File: src/design/ffba_pkg.sv
`timescale 1ns / 1ps
package ffba_pkg;

	typedef enum logic [3:0] {
		ST_INIT,
		ST_IDLE,
		ST_A_RD,
		ST_A_CMP,
		ST_F_RD,
		ST_F_CMP,
		ST_P_RD,
		ST_P_CMP,
		ST_SH_RD,
		ST_SH_WR,
		ST_INS_WR
	} state_t;

	typedef enum logic [1:0] {
		STAT_OK       = 2'd0,
		STAT_NOFIT    = 2'd1,
		STAT_FULL     = 2'd2,
		STAT_NOTFOUND = 2'd3
	} status_t;

	localparam logic KIND_ALLOC = 1'b0;
	localparam logic KIND_FREE  = 1'b1;

	localparam int FIELD_BITS = 16;
	localparam logic [FIELD_BITS-1:0] TOTAL_RESET = 16'hFFFF;

endpackage

File: src/design/first_fit_block_allocator.sv
`timescale 1ns / 1ps
// First-fit allocator keeping a free table ordered by base and a used table in
// allocation order, each held in a synchronous memory of (base, length) entries.
// A request word is taken when start is high and busy is low; kind selects an
// allocate of req_size bytes or a free of the block at block_addr.
// One result word follows each request: done is high for exactly one cycle with
// status and alloc_addr valid, and the receiver must take it in that cycle.
// Each memory has one registered read port, so each entry visited takes a
// read state and a compare state, and every move is a read then a write. An
// allocate scans the free table and, on an exact fit, shifts it down over the
// taken entry; a free scans the used table, searches the free table in order,
// shifts it up to insert the freed block, and shifts the used table down.
// The total_size register is written through the cfg channel while the block
// is idle; a write re-initialises both tables through the init state.
// After reset the block writes the first free entry in its init state and then
// accepts requests with total_size equal to 65535.
module first_fit_block_allocator #(
	parameter int MAX_BLOCKS = 16,
	parameter int ADDR_BITS  = 16
) (
	input  logic        clk,
	input  logic        arst_n,
	input  logic        start,
	output logic        busy,
	input  logic        kind,
	input  logic [15:0] req_size,
	input  logic [15:0] block_addr,
	output logic        done,
	output logic [1:0]  status,
	output logic [15:0] alloc_addr,
	input  logic        cfg_valid,
	output logic        cfg_ready,
	input  logic [15:0] cfg_data
);

	localparam int AW = ADDR_BITS;
	localparam int IW = $clog2(MAX_BLOCKS);
	localparam int CW = $clog2(MAX_BLOCKS + 1);
	localparam int DW = 2 * AW;

	ffba_pkg::state_t state_q, state_nxt;

	logic [CW-1:0] fc_q, uc_q, i_q, j_q;
	logic [IW-1:0] k_q, end_q;
	logic          up_q, tbl_q;
	logic [AW-1:0] req_q, b_q, l_q, addr_q;
	logic [15:0]   tot_q;
	logic          done_q;
	logic [1:0]    status_q;
	logic [15:0]   alloc_addr_q;

	logic          f_we, u_we;
	logic [IW-1:0] f_waddr, u_waddr, f_raddr, u_raddr;
	logic [DW-1:0] f_wdata, u_wdata, f_rdata, u_rdata;

	logic          fin;
	logic [1:0]    fin_st;
	logic [AW-1:0] fin_addr;

	logic [AW-1:0] f_base, f_len, u_base, u_len;
	logic          fit, match, ge, uc_full, fc_full, at_end;
	logic [IW-1:0] src;

	assign f_base  = f_rdata[DW-1:AW];
	assign f_len   = f_rdata[AW-1:0];
	assign u_base  = u_rdata[DW-1:AW];
	assign u_len   = u_rdata[AW-1:0];
	assign fit     = (req_q <= f_len);
	assign match   = (u_base == b_q);
	assign ge      = (f_base >= b_q);
	assign uc_full = (uc_q == CW'(MAX_BLOCKS));
	assign fc_full = (fc_q == CW'(MAX_BLOCKS));
	assign at_end  = (k_q == end_q);
	assign src     = up_q ? (k_q - IW'(1)) : (k_q + IW'(1));

	assign busy      = (state_q != ffba_pkg::ST_IDLE);
	assign cfg_ready = (state_q == ffba_pkg::ST_IDLE) && !start;
	assign done       = done_q;
	assign status     = status_q;
	assign alloc_addr = alloc_addr_q;

	always_comb begin
		state_nxt = state_q;
		unique case (state_q)
			ffba_pkg::ST_INIT: state_nxt = ffba_pkg::ST_IDLE;
			ffba_pkg::ST_IDLE: begin
				if (start) begin
					state_nxt = (kind == ffba_pkg::KIND_FREE) ? ffba_pkg::ST_F_RD
						: ffba_pkg::ST_A_RD;
				end else if (cfg_valid) begin
					state_nxt = ffba_pkg::ST_INIT;
				end
			end
			ffba_pkg::ST_A_RD: begin
				state_nxt = (i_q == fc_q) ? ffba_pkg::ST_IDLE : ffba_pkg::ST_A_CMP;
			end
			ffba_pkg::ST_A_CMP: begin
				if (!fit) begin
					state_nxt = ffba_pkg::ST_A_RD;
				end else if (uc_full || (f_len != req_q)) begin
					state_nxt = ffba_pkg::ST_IDLE;
				end else begin
					state_nxt = ffba_pkg::ST_SH_RD;
				end
			end
			ffba_pkg::ST_F_RD: begin
				state_nxt = (i_q == uc_q) ? ffba_pkg::ST_IDLE : ffba_pkg::ST_F_CMP;
			end
			ffba_pkg::ST_F_CMP: begin
				if (!match) begin
					state_nxt = ffba_pkg::ST_F_RD;
				end else begin
					state_nxt = fc_full ? ffba_pkg::ST_IDLE : ffba_pkg::ST_P_RD;
				end
			end
			ffba_pkg::ST_P_RD: begin
				state_nxt = (j_q == fc_q) ? ffba_pkg::ST_SH_RD : ffba_pkg::ST_P_CMP;
			end
			ffba_pkg::ST_P_CMP: begin
				state_nxt = ge ? ffba_pkg::ST_SH_RD : ffba_pkg::ST_P_RD;
			end
			ffba_pkg::ST_SH_RD: begin
				if (!at_end) begin
					state_nxt = ffba_pkg::ST_SH_WR;
				end else begin
					state_nxt = up_q ? ffba_pkg::ST_INS_WR : ffba_pkg::ST_IDLE;
				end
			end
			ffba_pkg::ST_SH_WR:  state_nxt = ffba_pkg::ST_SH_RD;
			ffba_pkg::ST_INS_WR: state_nxt = ffba_pkg::ST_SH_RD;
			default:             state_nxt = ffba_pkg::ST_INIT;
		endcase
	end

	always_comb begin
		fin      = 1'b0;
		fin_st   = ffba_pkg::STAT_OK;
		fin_addr = addr_q;
		f_we     = 1'b0;
		f_waddr  = k_q;
		f_wdata  = f_rdata;
		f_raddr  = src;
		u_we     = 1'b0;
		u_waddr  = k_q;
		u_wdata  = u_rdata;
		u_raddr  = src;
		unique case (state_q)
			ffba_pkg::ST_INIT: begin
				f_we    = 1'b1;
				f_waddr = '0;
				f_wdata = {AW'(0), AW'(32'(tot_q))};
			end
			ffba_pkg::ST_A_RD: begin
				f_raddr = i_q[IW-1:0];
				if (i_q == fc_q) begin
					fin    = 1'b1;
					fin_st = ffba_pkg::STAT_NOFIT;
				end
			end
			ffba_pkg::ST_A_CMP: begin
				if (fit) begin
					if (uc_full) begin
						fin    = 1'b1;
						fin_st = ffba_pkg::STAT_FULL;
					end else begin
						u_we    = 1'b1;
						u_waddr = uc_q[IW-1:0];
						if (f_len != req_q) begin
							fin      = 1'b1;
							fin_addr = f_base + (f_len - req_q);
							f_we     = 1'b1;
							f_waddr  = i_q[IW-1:0];
							f_wdata  = {f_base, f_len - req_q};
							u_wdata  = {f_base + (f_len - req_q), req_q};
						end else begin
							u_wdata = f_rdata;
						end
					end
				end
			end
			ffba_pkg::ST_F_RD: begin
				u_raddr = i_q[IW-1:0];
				if (i_q == uc_q) begin
					fin    = 1'b1;
					fin_st = ffba_pkg::STAT_NOTFOUND;
				end
			end
			ffba_pkg::ST_F_CMP: begin
				if (match && fc_full) begin
					fin    = 1'b1;
					fin_st = ffba_pkg::STAT_FULL;
				end
			end
			ffba_pkg::ST_P_RD: f_raddr = j_q[IW-1:0];
			ffba_pkg::ST_SH_RD: begin
				if (at_end && !up_q) begin
					fin = 1'b1;
				end
			end
			ffba_pkg::ST_SH_WR: begin
				f_we = !tbl_q;
				u_we = tbl_q;
			end
			ffba_pkg::ST_INS_WR: begin
				f_we    = 1'b1;
				f_wdata = {b_q, l_q};
			end
			default: begin
			end
		endcase
	end

	always_ff @(posedge clk or negedge arst_n) begin
		if (!arst_n) begin
			state_q      <= ffba_pkg::ST_INIT;
			tot_q        <= ffba_pkg::TOTAL_RESET;
			fc_q         <= '0;
			uc_q         <= '0;
			i_q          <= '0;
			j_q          <= '0;
			k_q          <= '0;
			end_q        <= '0;
			up_q         <= 1'b0;
			tbl_q        <= 1'b0;
			req_q        <= '0;
			b_q          <= '0;
			l_q          <= '0;
			addr_q       <= '0;
			done_q       <= 1'b0;
			status_q     <= '0;
			alloc_addr_q <= '0;
		end else begin
			state_q <= state_nxt;
			done_q  <= fin;
			if (fin) begin
				status_q     <= fin_st;
				alloc_addr_q <= (fin_st == ffba_pkg::STAT_OK) ? 16'(32'(fin_addr)) : 16'd0;
			end
			unique case (state_q)
				ffba_pkg::ST_INIT: begin
					fc_q <= CW'(1);
					uc_q <= '0;
				end
				ffba_pkg::ST_IDLE: begin
					if (start) begin
						i_q    <= '0;
						j_q    <= '0;
						req_q  <= AW'(32'(req_size));
						b_q    <= AW'(32'(block_addr));
						addr_q <= '0;
					end else if (cfg_valid) begin
						tot_q <= cfg_data;
					end
				end
				ffba_pkg::ST_A_CMP: begin
					if (!fit) begin
						i_q <= i_q + CW'(1);
					end else if (!uc_full) begin
						uc_q <= uc_q + CW'(1);
						if (f_len != req_q) begin
							addr_q <= f_base + (f_len - req_q);
						end else begin
							addr_q <= f_base;
							k_q    <= i_q[IW-1:0];
							end_q  <= IW'(fc_q - CW'(1));
							fc_q   <= fc_q - CW'(1);
							up_q   <= 1'b0;
							tbl_q  <= 1'b0;
						end
					end
				end
				ffba_pkg::ST_F_CMP: begin
					if (!match) begin
						i_q <= i_q + CW'(1);
					end else begin
						l_q <= u_len;
					end
				end
				ffba_pkg::ST_P_RD: begin
					if (j_q == fc_q) begin
						k_q   <= fc_q[IW-1:0];
						end_q <= j_q[IW-1:0];
						up_q  <= 1'b1;
						tbl_q <= 1'b0;
					end
				end
				ffba_pkg::ST_P_CMP: begin
					if (ge) begin
						k_q   <= fc_q[IW-1:0];
						end_q <= j_q[IW-1:0];
						up_q  <= 1'b1;
						tbl_q <= 1'b0;
					end else begin
						j_q <= j_q + CW'(1);
					end
				end
				ffba_pkg::ST_SH_WR: k_q <= src;
				ffba_pkg::ST_INS_WR: begin
					fc_q  <= fc_q + CW'(1);
					k_q   <= i_q[IW-1:0];
					end_q <= IW'(uc_q - CW'(1));
					uc_q  <= uc_q - CW'(1);
					up_q  <= 1'b0;
					tbl_q <= 1'b1;
				end
				default: begin
				end
			endcase
		end
	end

	ffba_ram #(.DEPTH(MAX_BLOCKS), .WIDTH(DW)) u_free_ram (
		.clk   (clk),
		.we    (f_we),
		.waddr (f_waddr),
		.wdata (f_wdata),
		.raddr (f_raddr),
		.rdata (f_rdata)
	);

	ffba_ram #(.DEPTH(MAX_BLOCKS), .WIDTH(DW)) u_used_ram (
		.clk   (clk),
		.we    (u_we),
		.waddr (u_waddr),
		.wdata (u_wdata),
		.raddr (u_raddr),
		.rdata (u_rdata)
	);

	a_counts_bounded: assert property (@(posedge clk) disable iff (!arst_n)
		(fc_q <= CW'(MAX_BLOCKS)) && (uc_q <= CW'(MAX_BLOCKS)))
		else $error("block table count beyond its depth");

	a_done_single: assert property (@(posedge clk) disable iff (!arst_n)
		done_q |=> !done_q)
		else $error("result strobe held for more than one cycle");

	a_cfg_reinit: assert property (@(posedge clk) disable iff (!arst_n)
		(cfg_valid && cfg_ready) |=> (state_q == ffba_pkg::ST_INIT))
		else $error("register write did not re-initialise the tables");

	a_accept_no_done: assert property (@(posedge clk) disable iff (!arst_n)
		(start && !busy) |=> !done_q)
		else $error("result produced in the cycle after a request was taken");

endmodule

File: src/design/ffba_ram.sv
`timescale 1ns / 1ps
module ffba_ram #(
	parameter int DEPTH = 16,
	parameter int WIDTH = 32
) (
	input  logic                     clk,
	input  logic                     we,
	input  logic [$clog2(DEPTH)-1:0] waddr,
	input  logic [WIDTH-1:0]         wdata,
	input  logic [$clog2(DEPTH)-1:0] raddr,
	output logic [WIDTH-1:0]         rdata
);

	logic [WIDTH-1:0] mem [DEPTH];

	always_ff @(posedge clk) begin
		if (we) begin
			mem[waddr] <= wdata;
		end
	end

	always_ff @(posedge clk) begin
		rdata <= mem[raddr];
	end

endmodule
File: config.mk
export PLATFORM = sky130hd
export DESIGN_NAME = first_fit_block_allocator
export DESIGN_NICKNAME = d
export VERILOG_FILES = /design/src/design/ffba_pkg.sv /design/src/design/first_fit_block_allocator.sv /design/src/design/ffba_ram.sv
export SDC_FILE = /design/constraint.sdc
export NUM_CORES = 2
export LEC_CHECK = 0
export BUFFER_PORTS_ARGS = -buffer_cell sky130_fd_sc_hd__buf_2
export CAP_MARGIN = 10
export CORE_UTILIZATION = 54
export DETAILED_ROUTE_END_ITERATION = 7
export PLACE_DENSITY = 0.73
export SYNTH_ARGS = -nofsm -noshare
export SYNTH_HDL_FRONTEND = slang
export SYNTH_SLANG_ARGS = --single-unit
File: constraint.sdc
create_clock -name clk -period 3.9 [get_ports clk]
set_input_delay 0.39 -clock clk [delete_from_list [all_inputs] [get_ports clk]]
set_output_delay 0.39 -clock clk [all_outputs]
set_load 0.05 [all_outputs]
==> results.py <==
metrics = {
    "outcome": {
        "status": "finished, violations left",
        "violations": "setup timing",
    },
    "grt": {
        "overflow": 0,
        "grt_max_degree": 97,
        "track_usage_pct": 28.0,
        "grt_pass1_vias": 31282,
        "antenna_found_initial": 6,
        "grt_first_pass_wirelength_um": 196000,
    },
    "critical_path": {
        "reg2reg_depth": 19,
        "cp-endpoint": "u_used_ram.mem[10][31]$_DFFE_PP_",
        "crit_path_end_kind": "register",
        "ff2ff_setup_slack_ns": -0.06,
        "critPathKind": "reg -> reg",
        "critPathMaxFanout": 8,
        "worst_ep_arrival_time_ns": 4.41,
        "r2r-start": "req_q[4]$_DFFE_PN0P_",
        "critPathLaunchType": "register",
        "crit_path_start": "req_q[4]$_DFFE_PN0P_",
        "cp.required_ns": 4.35,
        "r2r-end": "u_used_ram.mem[10][31]$_DFFE_PP_",
    },
    "synthesis": {
        "synth_ff_type": "edfxtp_1",
        "yosysSeqAreaShare_pct": 69.3,
        "synth.ff_latch_count": 1221,
        "netlist-cell-type-count": 77,
        "ys_async_sr_fraction_pct": 10.9,
        "avgSynthCellArea_um2": 14.5,
        "yosysWarnings": 0,
        "synth_edf_count": 1024,
        "syn-cell-area_um2": 51000,
        "syn_nets": 3640,
        "syn_inst": 3526,
    },
    "floorplanning": {
        "core-area_um2": 93500,
        "die_h_um": 309,
        "fp-row-count": 112,
        "dieArea_um2": 95800,
        "die_w_um": 309,
        "start_util_pct": 54.6,
        "io_pins": 74,
    },
    "routing": {
        "remaining_drc_errors": 0,
        "postRouteAntennaNets": 0,
        "via_per_inst": 6.17,
        "first_iter_violations": 3321,
        "wl_um": 133000,
        "vias": 31988,
        "wl_per_cell_um": 25.7,
        "firstDrtPassIters": 5,
    },
    "sta": {
        "timing.final.crit_period_ns": 3.96,
        "worst_pin_slew_ns": 1.01,
        "maxSlewHeadroom_pct": 32.4,
        "finalHoldViolations": 0,
        "worst_slack_ns": -0.0592,
        "drv_slew": 0,
        "finalCritPeriodShare_pct": 102,
        "rsz0062_at_grt": "true",
        "setup_violations": 24,
        "max_freq_mhz": 253,
        "fin_worst_skew_ns": 0.0287,
    },
    "layout": {
        "multi_input_area_um2": 15300,
        "most-common-layout-cells": "edfxtp_1 (1,024), nand2_1 (452), buf_4 (222), a211oi_1 (200), a21oi_1 (186)",
        "final_common_cell": "edfxtp_1",
        "fillers": 6590,
        "nets": 3942,
        "syn_to_final_growth_pct": 17.7,
        "drive_above_1_share_pct": 21.5,
        "seq_area_um2": 35400,
    },
    "placed_design": {
        "port_buffers": 73,
        "gp_congestion": 0.983,
        "pre_cts_slack_ns": -0.302,
        "dpl.hpwl_um": 82100,
    },
    "clocking": {
        "numClockSinks": 1221,
        "clk_path_buf_depth": 3,
        "root_buffer": "clkbuf_16",
        "insertion_delay_ns": 0.72,
        "htree_levels": 3,
        "cts_tree": "built",
        "numCtsBuffers": 117,
        "clk_pin_slew_ns": 0.07,
    },
    "run": {
        "drv_cap": 0,
    },
    "worst_hold_path": {
        "hp-class": "in -> reg",
    },
}
## worst min-delay path by stage
stage                            startpoint                    end  cells past startpoint
3_5_place_dp   u_used_ram.rdata[11]$_DFF_P_    l_q[11]$_DFFE_PN0P_                      2
5_1_grt                         cfg_data[1]   tot_q[1]$_DFFE_PN1P_                      2
3_3_place_gp   u_used_ram.rdata[11]$_DFF_P_    l_q[11]$_DFFE_PN0P_                      2
2_1_floorplan                        arst_n  addr_q[0]$_DFFE_PN0P_                      0
6_report                        cfg_data[0]   tot_q[0]$_DFFE_PN1P_                      2
4_1_cts                         cfg_data[1]   tot_q[1]$_DFFE_PN1P_                      2
## metal layers
| layer | vias up | global-route usage (%) | wire length [µm] |
|---|---|---|---|
| met5 | - | 0 | 27 |
| met2 | 1445 | 45.4 | 64600 |
| met4 | 4 | 10.8 | 4940 |
| met1 | 16156 | 38.5 | 53300 |
| met3 | 255 | 4.28 | 10400 |
| li1 | 14128 | - | - |
## timing repair
action                     in CTS  in global routing
pin swaps                      18                 20
buffers inserted                3                  4
hold buffers                   45                  0
hold endpoints to repair      125                  0
setup endpoints to repair     112                195
gates cloned                    1                  1
gates resized for setup        30                 44
## critical path, stage by stage (launching register included)
cell,delay (ns)
dfrtp_1,0.34
inv_1,0.06
ha_1,0.31
a2111oi_0,0.39
a21oi_1,0.11
o31a_1,0.16
a21o_1,0.17
a21oi_2,0.17
xnor2_2,0.12
buf_4,0.16
ha_4,0.15
a21o_1,0.16
a31o_4,0.21
a31oi_4,0.19
a21oi_2,0.08
mux2i_1,0.17
xnor3_1,0.25
a32oi_1,0.20
buf_4,0.21
nand2_4,0.09
## state kept, by name, indices dropped and copies added, names as in the netlist
name	cells
i_q	5
u_free_ram.mem	512
tbl_q	1
up_q	1
u_free_ram.rdata	32
alloc_addr	16
l_q	16
u_used_ram.rdata	32
fc_q	5
addr_q	16
status	2
end_q	4
tot_q	16
state_q	4
k_q	4
b_q	16
req_q	16
j_q	5
uc_q	5
done	1
u_used_ram.mem	512
## cell families (layout without fill, tap and decap cells)
logic type,after synthesis,in the layout,synth area share [%]
xor gates and xnor gates,73,73,1.28
adders and majority gates,61,61,1.54
other,0,2,0
DFF,1221,1221,69.3
muxes,208,208,7.27
buffers and inverters,285,688,2.29
AOI/OAI and AO/OA,796,797,10.3
and+or+nand+nor,882,883,8.01
## stage by stage
step           utilization [%]  instances  hold slack (ns)  instance area, µm²  setup TNS, ns
6_report                  64.3       5187           0.0305               60100         -0.824
2_1_floorplan                -       3526           0.0944               51100         -42.87
3_5_place_dp              59.2       4908            0.429               55300         -18.15
5_1_grt                   64.3       5185          0.00900               60100          -8.40
3_3_place_gp              59.2       4908            0.422               55300         -10.49
4_1_cts                   64.0       5179          0.00160               59800              0
## synth_stat cells, drive strengths merged, types with 4 or more instances
library cell	number	share of area, %
nand2b	12	0.16
edfxtp	1024	60
o31a	4	0.069
ha	58	1.4
dfxtp	64	2.5
a211oi	201	3.0
o221ai	4	0.069
nand2	455	3.4
clkbuf	156	1.1
buf	70	0.71
xor2	45	0.77
nor2	132	1.0
o21a	5	0.074
mux4	128	5.6
o21ai	121	1.3
a32oi	5	0.086
dfrtp	117	5.7
nor4	15	0.30
o22ai	11	0.13
a31oi	78	0.96
xnor2	27	0.46
inv	58	0.43
nand4	14	0.20
dfstp	16	0.82
a21o	44	0.65
mux2i	56	1.1
o211ai	9	0.13
nand3	45	0.45
and3	6	0.074
a22oi	18	0.26
a311oi	66	1.1
a21oi	196	1.9
and2	132	1.6
nor3	18	0.18
nor2b	41	0.50
mux2	24	0.53
o21bai	7	0.10
## cell type report
| cell class | count | area share (%) |
|---|---|---|
| Timing Repair Buffer | 407 | 6.29 |
| Inverter | 59 | 0.369 |
| Sequential cell | 1221 | 58.9 |
| Clock buffer | 155 | 5.45 |
| Multi-Input combinational cell | 2022 | 25.4 |
| Tap cell | 1254 | 2.61 |
| Antenna cell | 2 | 0.00833 |
| Clock inverter | 67 | 0.977 |
Power is not shown: default switching activity piles up to over one toggle a cycle in this logic, so the estimate is an artifact.
